`src/rcsc_pkg.sv`:
```
// ----------------------------------------------------------------------------
// rcsc_pkg
// Shared types and constants for the reference-counted slot cache.
// ----------------------------------------------------------------------------
package rcsc_pkg;

   localparam int KEY_W    = 31;
   localparam int CNT_W    = 16;
   localparam int SLOT_W   = 2;
   localparam int STATUS_W = 3;

   localparam logic [CNT_W-1:0] COUNT_MAX = 16'hFFFF;

   localparam logic OP_ACQUIRE = 1'b0;
   localparam logic OP_RELEASE = 1'b1;

   localparam logic [STATUS_W-1:0] STATUS_HIT   = 3'd0;
   localparam logic [STATUS_W-1:0] STATUS_ALLOC = 3'd1;
   localparam logic [STATUS_W-1:0] STATUS_FULL  = 3'd2;
   localparam logic [STATUS_W-1:0] STATUS_HELD  = 3'd3;
   localparam logic [STATUS_W-1:0] STATUS_FREED = 3'd4;

   typedef struct packed {
      logic capture;
      logic lookup;
      logic update;
   } cmd_type;

endpackage

```
`src/rcsc_ctrl.sv`:
```
// ----------------------------------------------------------------------------
// rcsc_ctrl
// Sequencer: capture a request, run the tag compare, then write back.
// ----------------------------------------------------------------------------
module rcsc_ctrl (
   input  logic             clock,
   input  logic             reset,
   input  logic             start,
   output logic             busy,
   output rcsc_pkg::cmd_type cmd
);

   localparam logic [1:0] S_IDLE   = 2'd0;
   localparam logic [1:0] S_LOOKUP = 2'd1;
   localparam logic [1:0] S_UPDATE = 2'd2;

   logic [1:0] state_ff;
   logic [1:0] state_in;

   assign busy        = (state_ff == S_LOOKUP);
   assign cmd.capture = start && !busy;
   assign cmd.lookup  = (state_ff == S_LOOKUP);
   assign cmd.update  = (state_ff == S_UPDATE);

   always_comb begin
      unique case (state_ff) inside
         S_IDLE, S_UPDATE: state_in = start ? S_LOOKUP : S_IDLE;
         S_LOOKUP:         state_in = S_UPDATE;
         default:          state_in = S_IDLE;
      endcase
   end

   always_ff @(posedge clock) begin
      if (reset) begin
         state_ff <= S_IDLE;
      end else begin
         state_ff <= state_in;
      end
   end

endmodule

```
`src/rcsc_dp.sv`:
```
// ----------------------------------------------------------------------------
// rcsc_dp
// Slot table, parallel key compare, allocation and release logic, response.
// ----------------------------------------------------------------------------
module rcsc_dp #(
   parameter int ENTRIES = 4
) (
   input  logic                            clock,
   input  logic                            reset,
   input  rcsc_pkg::cmd_type               cmd,
   input  logic                            req_operation,
   input  logic [rcsc_pkg::KEY_W-1:0]      req_key,
   input  logic [rcsc_pkg::SLOT_W-1:0]     req_slot,
   output logic                            rsp_valid,
   output logic [rcsc_pkg::SLOT_W-1:0]     rsp_slot_index,
   output logic [rcsc_pkg::STATUS_W-1:0]   rsp_status
);

   localparam int IDX_W = $clog2(ENTRIES);

   logic                              op_ff;
   logic [rcsc_pkg::KEY_W-1:0]        key_ff;
   logic [rcsc_pkg::SLOT_W-1:0]       slot_ff;

   logic [ENTRIES-1:0]                valid_ff;
   logic [ENTRIES-1:0]                valid_in;
   logic [rcsc_pkg::KEY_W-1:0]        key_tab_ff [ENTRIES];
   logic [rcsc_pkg::KEY_W-1:0]        key_tab_in [ENTRIES];
   logic [rcsc_pkg::CNT_W-1:0]        cnt_ff [ENTRIES];
   logic [rcsc_pkg::CNT_W-1:0]        cnt_in [ENTRIES];

   logic [ENTRIES-1:0]                hit_vec_ff;
   logic [ENTRIES-1:0]                hit_vec_in;
   logic [ENTRIES-1:0]                hit_sel;
   logic [ENTRIES-1:0]                free_vec;
   logic [ENTRIES-1:0]                free_sel;
   logic [ENTRIES-1:0]                rel_sel;
   logic [ENTRIES-1:0]                gt1_vec;
   logic                              hit_any;
   logic                              free_any;
   logic                              held;
   logic                              acq;
   logic                              rel_in_range;
   logic [7:0]                        slot_wide;
   logic [IDX_W-1:0]                  rel_idx;
   logic [IDX_W-1:0]                  hit_idx;
   logic [IDX_W-1:0]                  free_idx;
   logic [7:0]                        idx_wide;

   logic                              rsp_valid_ff;
   logic [rcsc_pkg::SLOT_W-1:0]       rsp_slot_ff;
   logic [rcsc_pkg::SLOT_W-1:0]       rsp_slot_in;
   logic [rcsc_pkg::STATUS_W-1:0]     rsp_status_ff;
   logic [rcsc_pkg::STATUS_W-1:0]     rsp_status_in;

   always_ff @(posedge clock) begin
      if (cmd.capture) begin
         op_ff   <= req_operation;
         key_ff  <= req_key;
         slot_ff <= req_slot;
      end
   end

   always_comb begin
      for (int i = 0; i < ENTRIES; i++) begin
         hit_vec_in[i] = valid_ff[i] && (key_tab_ff[i] == key_ff);
         gt1_vec[i]    = valid_ff[i] && (cnt_ff[i] > rcsc_pkg::CNT_W'(1));
      end
   end

   always_ff @(posedge clock) begin
      if (cmd.lookup) begin
         hit_vec_ff <= hit_vec_in;
      end
   end

   assign acq          = (op_ff == rcsc_pkg::OP_ACQUIRE);
   assign free_vec     = ~valid_ff;
   assign hit_sel      = hit_vec_ff & (~hit_vec_ff + ENTRIES'(1));
   assign free_sel     = free_vec & (~free_vec + ENTRIES'(1));
   assign hit_any      = |hit_vec_ff;
   assign free_any     = |free_vec;
   assign slot_wide    = 8'(slot_ff);
   assign rel_idx      = slot_wide[IDX_W-1:0];
   assign rel_in_range = (slot_wide < 8'(ENTRIES));
   assign rel_sel      = rel_in_range ? (ENTRIES'(1) << rel_idx) : '0;
   assign held         = |(rel_sel & gt1_vec);

   always_comb begin
      hit_idx  = '0;
      free_idx = '0;
      for (int i = 0; i < ENTRIES; i++) begin
         hit_idx  = hit_idx  | (hit_sel[i]  ? IDX_W'(i) : '0);
         free_idx = free_idx | (free_sel[i] ? IDX_W'(i) : '0);
      end
   end

   always_comb begin
      for (int i = 0; i < ENTRIES; i++) begin
         valid_in[i]   = valid_ff[i];
         key_tab_in[i] = key_tab_ff[i];
         cnt_in[i]     = cnt_ff[i];
         if (acq) begin
            if (hit_any) begin
               if (hit_sel[i] && (cnt_ff[i] != rcsc_pkg::COUNT_MAX)) begin
                  cnt_in[i] = cnt_ff[i] + rcsc_pkg::CNT_W'(1);
               end
            end else if (free_sel[i]) begin
               valid_in[i]   = 1'b1;
               key_tab_in[i] = key_ff;
               cnt_in[i]     = rcsc_pkg::CNT_W'(1);
            end
         end else if (rel_sel[i]) begin
            if (gt1_vec[i]) begin
               cnt_in[i] = cnt_ff[i] - rcsc_pkg::CNT_W'(1);
            end else begin
               valid_in[i]   = 1'b0;
               key_tab_in[i] = '0;
               cnt_in[i]     = '0;
            end
         end
      end
   end

   always_ff @(posedge clock) begin
      if (reset) begin
         valid_ff <= '0;
      end else if (cmd.update) begin
         valid_ff <= valid_in;
      end
   end

   always_ff @(posedge clock) begin
      if (cmd.update) begin
         for (int i = 0; i < ENTRIES; i++) begin
            key_tab_ff[i] <= key_tab_in[i];
            cnt_ff[i]     <= cnt_in[i];
         end
      end
   end

   always_comb begin
      idx_wide      = 8'(hit_idx);
      rsp_slot_in   = slot_ff;
      rsp_status_in = held ? rcsc_pkg::STATUS_HELD : rcsc_pkg::STATUS_FREED;
      if (acq) begin
         if (hit_any) begin
            idx_wide      = 8'(hit_idx);
            rsp_status_in = rcsc_pkg::STATUS_HIT;
         end else if (free_any) begin
            idx_wide      = 8'(free_idx);
            rsp_status_in = rcsc_pkg::STATUS_ALLOC;
         end else begin
            idx_wide      = '0;
            rsp_status_in = rcsc_pkg::STATUS_FULL;
         end
         rsp_slot_in = idx_wide[rcsc_pkg::SLOT_W-1:0];
      end
   end

   always_ff @(posedge clock) begin
      if (reset) begin
         rsp_valid_ff <= 1'b0;
      end else begin
         rsp_valid_ff <= cmd.update;
      end
   end

   always_ff @(posedge clock) begin
      if (cmd.update) begin
         rsp_slot_ff   <= rsp_slot_in;
         rsp_status_ff <= rsp_status_in;
      end
   end

   assign rsp_valid      = rsp_valid_ff;
   assign rsp_slot_index = rsp_slot_ff;
   assign rsp_status     = rsp_status_ff;

`ifndef SYNTHESIS
   a_rsp_after_update: assert property (@(posedge clock) disable iff (reset)
      rsp_valid_ff |-> $past(cmd.update))
      else $error("response without a preceding update");

   a_unique_hit: assert property (@(posedge clock) disable iff (reset)
      cmd.update |-> $onehot0(hit_vec_ff))
      else $error("key present in more than one valid slot");

   a_alloc_claims: assert property (@(posedge clock) disable iff (reset)
      (cmd.update && acq && !hit_any && free_any)
      |=> ($countones(valid_ff) == $past($countones(valid_ff)) + 1))
      else $error("allocation did not claim exactly one slot");
`endif

endmodule

```
`src/refcounted_slot_cache.sv`:
```
// ----------------------------------------------------------------------------
// refcounted_slot_cache
// Reference-counted slot table with acquire-by-key and release-by-slot.
// ----------------------------------------------------------------------------
// A request is taken on a clock edge with start high and busy low. The key
// compare across all slots is registered in the cycle after the transfer,
// and the table write-back happens in the next cycle; rsp_valid is registered
// with the write-back and pulses for one cycle. busy is high only during
// the compare cycle: a new request can be taken before the last is through,
// including in the cycle the table is written. The receiver cannot stall;
// each result is valid for that single rsp_valid cycle only.
module refcounted_slot_cache #(
   parameter int ENTRIES = 4
) (
   input  logic                            clock,
   input  logic                            reset,
   input  logic                            start,
   output logic                            busy,
   input  logic                            req_operation,
   input  logic [rcsc_pkg::KEY_W-1:0]      req_key,
   input  logic [rcsc_pkg::SLOT_W-1:0]     req_slot,
   output logic                            rsp_valid,
   output logic [rcsc_pkg::SLOT_W-1:0]     rsp_slot_index,
   output logic [rcsc_pkg::STATUS_W-1:0]   rsp_status
);

   rcsc_pkg::cmd_type cmd;

   rcsc_ctrl u_ctrl (
      .clock (clock),
      .reset (reset),
      .start (start),
      .busy  (busy),
      .cmd   (cmd)
   );

   rcsc_dp #(
      .ENTRIES (ENTRIES)
   ) u_dp (
      .clock          (clock),
      .reset          (reset),
      .cmd            (cmd),
      .req_operation  (req_operation),
      .req_key        (req_key),
      .req_slot       (req_slot),
      .rsp_valid      (rsp_valid),
      .rsp_slot_index (rsp_slot_index),
      .rsp_status     (rsp_status)
   );

endmodule
```
`config.mk`:
```
export PLATFORM = sky130hd
export DESIGN_NAME = refcounted_slot_cache
export DESIGN_NICKNAME = d
export VERILOG_FILES = /design/src/rcsc_pkg.sv /design/src/rcsc_ctrl.sv /design/src/rcsc_dp.sv /design/src/refcounted_slot_cache.sv
export SDC_FILE = /design/constraint.sdc
export NUM_CORES = 1
export LEC_CHECK = 0
export BUFFER_PORTS_ARGS = -buffer_cell sky130_fd_sc_hd__buf_2
export CORE_MARGIN = 2
export CORE_UTILIZATION = 64
export DETAILED_ROUTE_END_ITERATION = 10
export PLACE_DENSITY_LB_ADDON = 0.08
export SYNTH_ARGS = -nofsm -noshare
export SYNTH_HDL_FRONTEND = slang
export SYNTH_SLANG_ARGS = --single-unit
export TNS_END_PERCENT = 1
```
`constraint.sdc`:
```
create_clock -name clock -period 8.25 [get_ports clock]
set_input_delay 1.65 -clock clock [delete_from_list [all_inputs] [get_ports clock]]
set_output_delay 1.65 -clock clock [all_outputs]
set_load 0.005 [all_outputs]
```
==> flow_metrics.py <==
metrics = {
    "status": {
        "status": "finished clean",
    },
    "power": {
        "p_switching_w": 0.000575,
        "p_comb_share_pct": 4.7,
        "power_density_nw_per_um2": 199,
        "p_leak_nw": 4.48,
        "p_int_w": 0.00213,
        "p_sw_share_pct": 21.3,
        "clkPwrFrac_pct": 44.2,
        "ir_drop_v": 0.000189,
        "pwr-share-seq_pct": 51.1,
    },
    "synth": {
        "netlist_area_sq_um": 12300,
        "synthFlopType": "edfxtp_1",
        "synth_cells": 1073,
        "ys_warn_count": 0,
        "ys_types": 68,
        "seq_area_frac_synth_pct": 57.3,
        "syn_nets": 1122,
        "synth-edff-count": 231,
        "synthArstFlopShare_pct": 0,
        "avgSynthCellArea_sq_um": 11.5,
        "synth_seq_cells": 238,
    },
    "clocking": {
        "clock_latency_ps": 530,
        "cts-buffers-inserted": 26,
        "cts_htree_levels": 1,
        "cts-resized-gates": 0,
        "clk_path_buf_depth": 3,
        "cts_hold_buf": 0,
        "cts-root-buf": "clkbuf_16",
        "clock_sinks": 238,
        "cts_setup_buffers": 0,
        "cts_tree": "built",
        "clk_pin_slew_ps": 60,
    },
    "sta": {
        "setup_tns_ps": 0,
        "whs_ps": 475,
        "finalSetupViolCount": 0,
        "slew_viol_final": 0,
        "slew_headroom_pct": 21.5,
        "period_needed_ps": 3330,
        "postLayoutSetupSlackWorst_ps": 4920,
        "rsz0062_at_grt": "no",
        "clock.fmax_ghz": 0.300,
        "final_hold_viol_count": 0,
        "skew_ps": 14.2,
        "fin_crit_sh_pct": 40.4,
        "tightest_slew_ps": 1170,
    },
    "global_route": {
        "grt_overflow": 0,
        "antenna_found_initial": 0,
        "track_usage_pct": 26.4,
        "use_met3_pct": 3.35,
        "grt_use_met2_pct": 45.2,
        "busiest_layer": "met2",
        "grt_max_degree": 58,
        "grt_util_met1_pct": 35.0,
        "grt_pass1_vias": 8004,
        "grt_pass1_wl_microns": 42000,
    },
    "detailed_routing": {
        "antenna_left": 0,
        "drtIter0Drc": 769,
        "routed_wl_microns": 26800,
        "wl_per_cell_microns": 19.8,
        "dr.pass1.iters": 6,
        "drc_errors": 0,
        "num_vias": 8572,
        "detail_route.vias_per_cell": 6.34,
    },
    "critical_path": {
        "path_class": "flop to flop",
        "worst_setup_path_end_kind": "flop",
        "reg2reg_slack_ps": 4920,
        "arrival_ps": 3470,
        "cp-startpoint": "u_dp.op_ff",
        "reg2reg_to": "u_dp.key_tab_ff[2][12]",
        "start_kind": "flop",
        "cp_data_required_time_ps": 8390,
        "r2r_cells": 4,
        "rr_startpoint": "u_dp.op_ff",
        "critPathMaxFanout": 57,
    },
    "place": {
        "io_buffers": 43,
        "dp_hpwl_microns": 17600,
        "pre_cts_slack_ps": 4930,
        "gp_routability_congestion": 0.814,
        "placed_area_sq_um": 12700,
    },
    "floorplanning": {
        "ios": 44,
        "die_w_microns": 143,
        "core_area_sq_um": 18800,
        "fp.dieH_microns": 143,
        "fp-row-count": 50,
        "dieArea_sq_um": 20400,
        "initial_core_util_pct": 65.5,
    },
    "worst_hold_path": {
        "holdPathEnd": "u_ctrl.state_ff[0]",
        "worstHoldPathCells": 1,
        "hp-class": "flop to flop",
        "worst_hold_startpoint": "u_ctrl.state_ff[0]",
    },
    "layout": {
        "nets": 1122,
        "most-common-layout-cells": "231 x edfxtp_1, 105 x xor2_1, 70 x nand2_1",
        "n_antenna_cell": 0,
        "final_common_cell": "edfxtp_1",
        "syn2layout_area_growth_pct": 9.79,
        "final_layout_size_suffix_gt1_share_pct": 11.0,
        "postLayoutCellArea_sq_um": 13600,
    },
    "job": {
        "maxCapViolCount": 0,
    },
}
==> synth_stat cells, types with 3 or more instances <==
cell	n	share of area, %
o2bb2ai_1	3	0.21
and3_1	16	0.81
o21ai_0	28	1.1
clkbuf_1	69	2.1
nand3_1	25	1.0
and4_1	5	0.35
inv_1	22	0.67
o22a_1	8	0.57
a211oi_1	12	0.73
nand4_1	27	1.4
nand2_1	70	2.1
o211ai_1	9	0.55
nor4_1	39	2.0
nor3b_1	4	0.24
or3_1	9	0.46
a311oi_1	6	0.43
buf_6	3	0.27
edfxtp_1	231	56
o22ai_1	7	0.35
xor2_1	105	7.5
a21oi_1	47	1.9
dfxtp_1	7	1.1
o31ai_1	4	0.24
nand2b_1	11	0.56
or3b_2	3	0.21
nor2_1	54	1.6
or4_4	4	0.36
buf_2	10	0.41
and2_1	10	0.51
a2bb2oi_1	6	0.43
ha_1	12	1.2
nor2b_1	33	1.7
a21o_1	3	0.18
nor3_1	31	1.3
a221oi_1	20	1.4
a22oi_1	8	0.49
or4_1	5	0.30
o21a_1	4	0.24
or2_2	4	0.20
a31oi_1	27	1.4
xnor2_1	35	2.5
a32oi_1	5	0.35
==> power groups by stage <==
stage | registers [W] | clock network [W] | logic [W]
finish | 0.00138 | 0.00119 | 0.000128
global route | 0.00138 | 0.00125 | 0.000139
detailed placement | 0.00141 | 0 | 0.000126
global placement | 0.00140 | 0 | 0.000124
CTS | 0.00138 | 0.00121 | 0.000127
floorplan | 0.00138 | 0 | 0.000104
==> area by class of cell <==
| cell class | count | area (sq um) |
|---|---|---|
| Inverter | 22 | 82.6 |
| Timing Repair Buffer | 55 | 305 |
| Fill cell | 1288 | 5280 |
| Multi-Input combinational cell | 730 | 4880 |
| Tap cell | 260 | 325 |
| Clock inverter | 13 | 178 |
| Clock buffer | 35 | 706 |
| Sequential cell | 238 | 7080 |
==> state kept, by name, summed over array words and instances, names as in the netlist, 2 cells and up <==
register,cells
u_dp.rel_idx,2
u_dp.rsp_status,3
u_dp.cnt_ff,64
u_ctrl.state_ff,2
u_dp.rsp_slot_index,2
u_dp.key_tab_ff,124
u_dp.hit_vec_ff,4
u_dp.key_ff,31
u_dp.valid_ff,4
==> layer usage <==
| metal | vias up | part of all wire (%) | wire (microns) |
|---|---|---|---|
| li1 | 4046 | - | - |
| met1 | 4175 | 41 | 11100 |
| met2 | 291 | 50 | 13300 |
| met3 | 60 | 5.5 | 1470 |
| met4 | 0 | 3.4 | 917 |
| met5 | - | 0 | 0 |
==> worst max-delay path: stages (launching register included) <==
cell and delay [ps]:
edfxtp_1 320, buf_4 500, inv_1 440, or4_1 680, a21oi_4 940
==> through the flow <==
stage	std cells	power (W)	utilization, %
3_5_place_dp	1305	0.00153	67.3
3_3_place_gp	1305	0.00153	67.3
6_report	1353	0.00270	72.0
2_1_floorplan	1073	0.00149	-
5_1_grt	1353	0.00277	72.0
4_1_cts	1353	0.00271	72.0
==> worst max-delay path by stage <==
stage	endpoint	depth (start not counted)
global placement	u_dp.key_tab_ff[2][12]	4
global route	u_dp.key_tab_ff[2][30]	4
finish	u_dp.key_tab_ff[2][12]	4
detailed placement	u_dp.key_tab_ff[2][12]	4
CTS	u_dp.key_tab_ff[2][9]	4
floorplan	u_dp.key_tab_ff[3][0]	6
==> logic make-up (layout without fill, tap and decap cells) <==
family,count (synthesis),in the layout,synth area share (%)
buf+inv,105,125,3.48
fa+ha+maj,12,12,1.22
compound gates,216,216,12.1
mux,2,2,0.162
xor+xnor,140,140,9.93
simple gates,360,360,15.8
flops,238,238,57.3
(Power assumes the default switching activity.)
